`src/hdl/esc_pkg.sv`:
```
// Shared types, constants and register codes for the sensor compensation pipeline.
// No dependencies; every other file imports this package.
`default_nettype none
package esc_pkg;

  localparam int unsigned CFG_IDX_W = 3;
  localparam int unsigned CFG_DATA_W = 64;
  localparam int unsigned NUM_W = 64;
  localparam int unsigned DEN_W = 31;
  localparam int unsigned DIV_STEPS = NUM_W;
  localparam int unsigned TF_W = 24;
  localparam int unsigned FRONT_LAT = 7;
  localparam int unsigned HUM_LAT = 13;
  localparam int unsigned PAD_LAT = HUM_LAT - FRONT_LAT;
  localparam int unsigned PRESS_W = 25;
  localparam int unsigned HUM_W = 17;

  typedef enum logic [CFG_IDX_W-1:0] {
    REG_TEMP       = 3'd0,
    REG_PRESS_A    = 3'd1,
    REG_PRESS_B    = 3'd2,
    REG_PRESS_NINE = 3'd3,
    REG_HUM        = 3'd4
  } cfg_reg_e;

  typedef struct packed {
    logic [19:0] adc_pressure;
    logic [19:0] adc_temperature;
    logic [15:0] adc_humidity;
  } in_item_t;

  typedef struct packed {
    logic signed [15:0]  temperature_centi;
    logic [PRESS_W-1:0]  pressure_q8;
    logic [HUM_W-1:0]    humidity_q10;
    logic                pressure_invalid;
  } out_item_t;

  typedef struct packed {
    logic [15:0]        t1;
    logic signed [15:0] t2;
    logic signed [15:0] t3;
    logic [15:0]        p1;
    logic signed [15:0] p2;
    logic signed [15:0] p3;
    logic signed [15:0] p4;
    logic signed [15:0] p5;
    logic signed [15:0] p6;
    logic signed [15:0] p7;
    logic signed [15:0] p8;
    logic signed [15:0] p9;
    logic [7:0]         h1;
    logic signed [15:0] h2;
    logic [7:0]         h3;
    logic signed [11:0] h4;
    logic signed [11:0] h5;
    logic signed [7:0]  h6;
  } coef_t;

  typedef struct packed {
    logic                  vld;
    logic signed [TF_W-1:0] tf;
    logic [19:0]           ap;
    logic [15:0]           ah;
  } fine_t;

  typedef struct packed {
    logic                    vld;
    logic signed [NUM_W-1:0] num;
    logic signed [DEN_W-1:0] den;
  } front_t;

  typedef struct packed {
    logic signed [15:0] temp;
    logic [HUM_W-1:0]   hum;
  } side_t;

  typedef struct packed {
    logic  vld;
    side_t side;
  } hum_t;

  typedef struct packed {
    logic                    vld;
    logic signed [NUM_W-1:0] num;
    logic signed [DEN_W-1:0] den;
    side_t                   side;
  } div_in_t;

  typedef struct packed {
    logic                    vld;
    logic signed [NUM_W-1:0] quot;
    logic                    zero;
    side_t                   side;
  } quot_t;

endpackage
`default_nettype wire

```
`src/hdl/esc_fine_temp.sv`:
```
// Fine-temperature stages: four registers from raw codes to t_fine.
// Depends on esc_pkg.
`default_nettype none
module esc_fine_temp import esc_pkg::*; (
  input  wire logic     clk,
  input  wire logic     rst,
  input  wire logic     in_vld,
  input  wire in_item_t in_item,
  input  wire coef_t    coef,
  output fine_t         fine
);

  logic [3:0] vld;
  logic [19:0] ap1, ap2, ap3;
  logic [15:0] ah1, ah2, ah3;
  logic signed [18:0] d1;
  logic signed [17:0] d2;
  logic signed [34:0] m1;
  logic signed [35:0] sq;
  logic signed [22:0] v1;
  logic signed [39:0] pr;
  logic signed [TF_W-1:0] tf;
  logic [19:0] ap4;
  logic [15:0] ah4;

  always_ff @(posedge clk) begin
    if (rst) begin
      vld <= '0;
    end else begin
      vld <= {vld[2:0], in_vld};
    end
  end

  always_ff @(posedge clk) begin
    d1  <= $signed({2'b00, in_item.adc_temperature[19:3]}) - $signed({1'b0, coef.t1, 1'b0});
    d2  <= 18'($signed({2'b00, in_item.adc_temperature[19:4]}) - $signed({1'b0, coef.t1}));
    ap1 <= in_item.adc_pressure;
    ah1 <= in_item.adc_humidity;
    m1  <= d1 * coef.t2;
    sq  <= d2 * d2;
    ap2 <= ap1;
    ah2 <= ah1;
    v1  <= 23'(m1 >>> 11);
    pr  <= 40'(sq >>> 12) * 40'(coef.t3);
    ap3 <= ap2;
    ah3 <= ah2;
    tf  <= TF_W'(v1 + TF_W'(pr >>> 14));
    ap4 <= ap3;
    ah4 <= ah3;
  end

  assign fine = '{vld: vld[3], tf: tf, ap: ap4, ah: ah4};

endmodule
`default_nettype wire

```
`config.mk`:
```
export PLATFORM = sky130hd
export DESIGN_NAME = esc_fine_temp
export DESIGN_NICKNAME = d
export VERILOG_FILES = /design/src/hdl/esc_pkg.sv /design/src/hdl/esc_fine_temp.sv
export SDC_FILE = /design/constraint.sdc
export NUM_CORES = 2
export LEC_CHECK = 0
export ABC_AREA = 1
export BUFFER_PORTS_ARGS = -buffer_cell sky130_fd_sc_hd__buf_2
export CAP_MARGIN = 20
export CORE_ASPECT_RATIO = 1.4
export CORE_MARGIN = 2
export CORE_UTILIZATION = 32
export CTS_CLUSTER_DIAMETER = 80
export DETAILED_ROUTE_END_ITERATION = 8
export SYNTH_ARGS = -nofsm -noshare
export SYNTH_HDL_FRONTEND = slang
export SYNTH_SLANG_ARGS = --single-unit
```
`constraint.sdc`:
```
create_clock -name clk -period 6.8 [get_ports clk]
set_clock_uncertainty 0.05 [all_clocks]
set_input_delay 1.36 -clock clk [delete_from_list [all_inputs] [get_ports clk]]
set_output_delay 1.36 -clock clk [all_outputs]
set_load 0.03 [all_outputs]
```
==> impl_metrics.ini <==
[logic_synthesis]
yosysUniqueCellTypes = 44
synth_cells = 5216
synth_area_leaders = fa_1, inv_1, dfxtp_1, nand2_1, ha_1
ys_seq_elements = 282
synthFlopType = dfxtp_1
async_reset_ff_share_pct = 0
synth-edff-count = 0
synth_top_area_share_pct = 42.3
yosys_warnings = 0
synth_nets = 6736
synth_top_area_cell = fa_1
ys_seq_area_share_pct = 13.1
synth_area_um2 = 43000
avgSynthCellArea_um2 = 8.24

[cts]
cts_hold_buf = 0
root_buffer = clkbuf_16
path_clk_slew_ps = 60
cts_tree = yes
clk_latency_ps = 610
cts_setup_buffers = 0
clkSinkCount = 282
numCtsBuffers = 36
post_cts_resized = 0
clk_path_buf_depth = 3
h-tree-depth = 2

[cells_and_area]
fin_util_pct = 36.3
areaGrowthSynthToFinish_pct = 12.8
stdcell_area_um2 = 48500
drive_gt1_share_pct = 8.54
antenna_cells = 0
final_cell_mix = inv_1, nand2_1, fa_1
multiInputGateArea_um2 = 30900
num-nets-final = 6983
regArea_um2 = 5650
layout_commonest_cell = inv_1
fill_cells = 13885

[drt]
ant_nets = 0
route.detailed.drc = 0
drt_iter0_markers = 1433
via_count = 32552
drt_first_pass_iters = 5
routed_wl_um = 110000
avgRoutedWirePerCell_um = 15.1
vias_per_cell = 4.48

[critical_path]
path_buf_inv = 5
arrival_ps = 6730
cpMaxStageDelayCell = fa_1
start_kind = primary input
slowest_delay_ps = 580
endpoint_kind = flip-flop
worstPathCellList = buf_2 > buf_4 > nand2_1 > fa_1 > inv_1 > fa_1 > fa_1 > inv_1 > fa_1 > fa_1 > fa_1 > inv_1 > ha_1 > a21oi_1 > o21ai_0 > a21oi_1 > nor2_1 > nor2_1 > nand2_1 > nand2_1 > nand2_1
r2r_start = d1[17]$_DFF_P_
cp-startpoint = coef[212]
critPathMaxFanout = 13
critPathKind = primary input to flip-flop
crit_family = adder cells
cpMostUsedCell = fa_1
crit_required_ps = 7220

[global_routing]
grt.overflow.total = 0
antenna_found_initial = 4
grt_max_degree = 35
grt_pass1_vias = 35541
grt_use_total_pct = 16.7
grt_pass1_wl_um = 182000

[outcome]
outcome = completed

[worst_hold_path]
hp-start = ap2[4]$_DFF_P_
hold_class = flip-flop to flip-flop

[floorplanning]
core_um2 = 134000
die_w_um = 314
die-area_um2 = 137000
ioPinCount = 376
die_h_um = 438
start_util_pct = 32.1
rows = 159

[timing]
slew_headroom_pct = 39.2
period_minus_slack_ps = 6310
max_freq_ghz = 0.159
setup_violations = 0
finalMaxSlewViolations = 0
tightestPinTransition_ps = 910
hold_viol = 0
rsz0062_at_grt = no
fin_crit_sh_pct = 92.8

[placement]
gp_congestion = 0.881
io_buffer_count = 164
hpwl_um = 94200
placed_area_um2 = 47200

[flow_run]
maxCapViolations = 0
==> metrics by stage <==
step           TNS (ps)  hold WS [ps]  worst slack [ps]  std cells
6_report              0           265               491       7261
5_1_grt               0           263               242       7261
4_1_cts               0           261               529       7261
3_5_place_dp       -232           262             -92.5       7196
3_3_place_gp       -214           260              -106       7196
2_1_floorplan         0           260               334       5216
==> final timing paths <==
| kind | endpoint | slack [ps] | cells past startpoint |
|---|---|---|---|
| min | ap3[4]$_DFF_P_ | 260 | 0 |
| max reg2reg | m1[31]$_DFF_P_ | 660 | 20 |
| max | pr[28]$_DFF_P_ | 490 | 21 |
| min reg2reg | ap3[4]$_DFF_P_ | 260 | 0 |
==> state kept, by name (all words and copies together) (netlist names) <==
name and count:
ap1 20, ap2 20, m1 23, ap4 20
sq 22, ah3 16, ah4 16, v1 23
d1 2, pr 24, vld 4, ah2 16
tf 24, ah1 16, d2 16, ap3 20
==> final cells by class <==
| cell class | instances | area share [%] |
|---|---|---|
| flip-flops and latches | 282 | 11.6 |
| inverters | 1538 | 11.9 |
| repair buffers | 377 | 5.43 |
| multi-input cells | 3228 | 63.8 |
| clock buffers | 44 | 2.04 |
| well taps | 1771 | 4.57 |
| clock inverters | 21 | 0.658 |
==> synth_stat cells, types with 2 or more instances <==
library cell / n
inv_1: 1538
nand2_1: 1201
fa_1: 908
ha_1: 297
dfxtp_1: 282
nor2_1: 227
clkbuf_1: 157
a21oi_1: 140
nand3_1: 106
o21ai_0: 71
xor2_1: 69
nand4_1: 30
xnor2_1: 29
a21o_1: 24
o21bai_1: 21
nor3_1: 19
a31oi_1: 16
or2_2: 12
o21a_1: 7
buf_1: 6
nand2_2: 6
nor4_1: 6
o21ai_1: 5
and3_1: 4
nand3b_1: 4
a21boi_0: 3
buf_2: 3
nor2_2: 3
o211ai_1: 3
and2_1: 2
buf_4: 2
nand2b_1: 2
or2_1: 2
==> layer usage <==
| layer | vias to the layer above | wire [um] | track usage [%] |
|---|---|---|---|
| met5 | - | 0 | 0 |
| met4 | 0 | 4670 | 6.59 |
| met3 | 243 | 4200 | 1.79 |
| met2 | 759 | 58500 | 31.6 |
| met1 | 16185 | 42600 | 18.8 |
| li1 | 15365 | - | - |
==> logic make-up after synthesis <==
logic type,after synthesis,share of synthesized area [%]
fa+ha+maj,1205,50.9
flops,282,13.1
simple gates,1627,15.1
buf+inv,1706,14.9
compound gates,298,3.94
xor+xnor,98,2.00
Power is not shown: default switching activity piles up to over one toggle a cycle in this logic, so the estimate is an artifact.
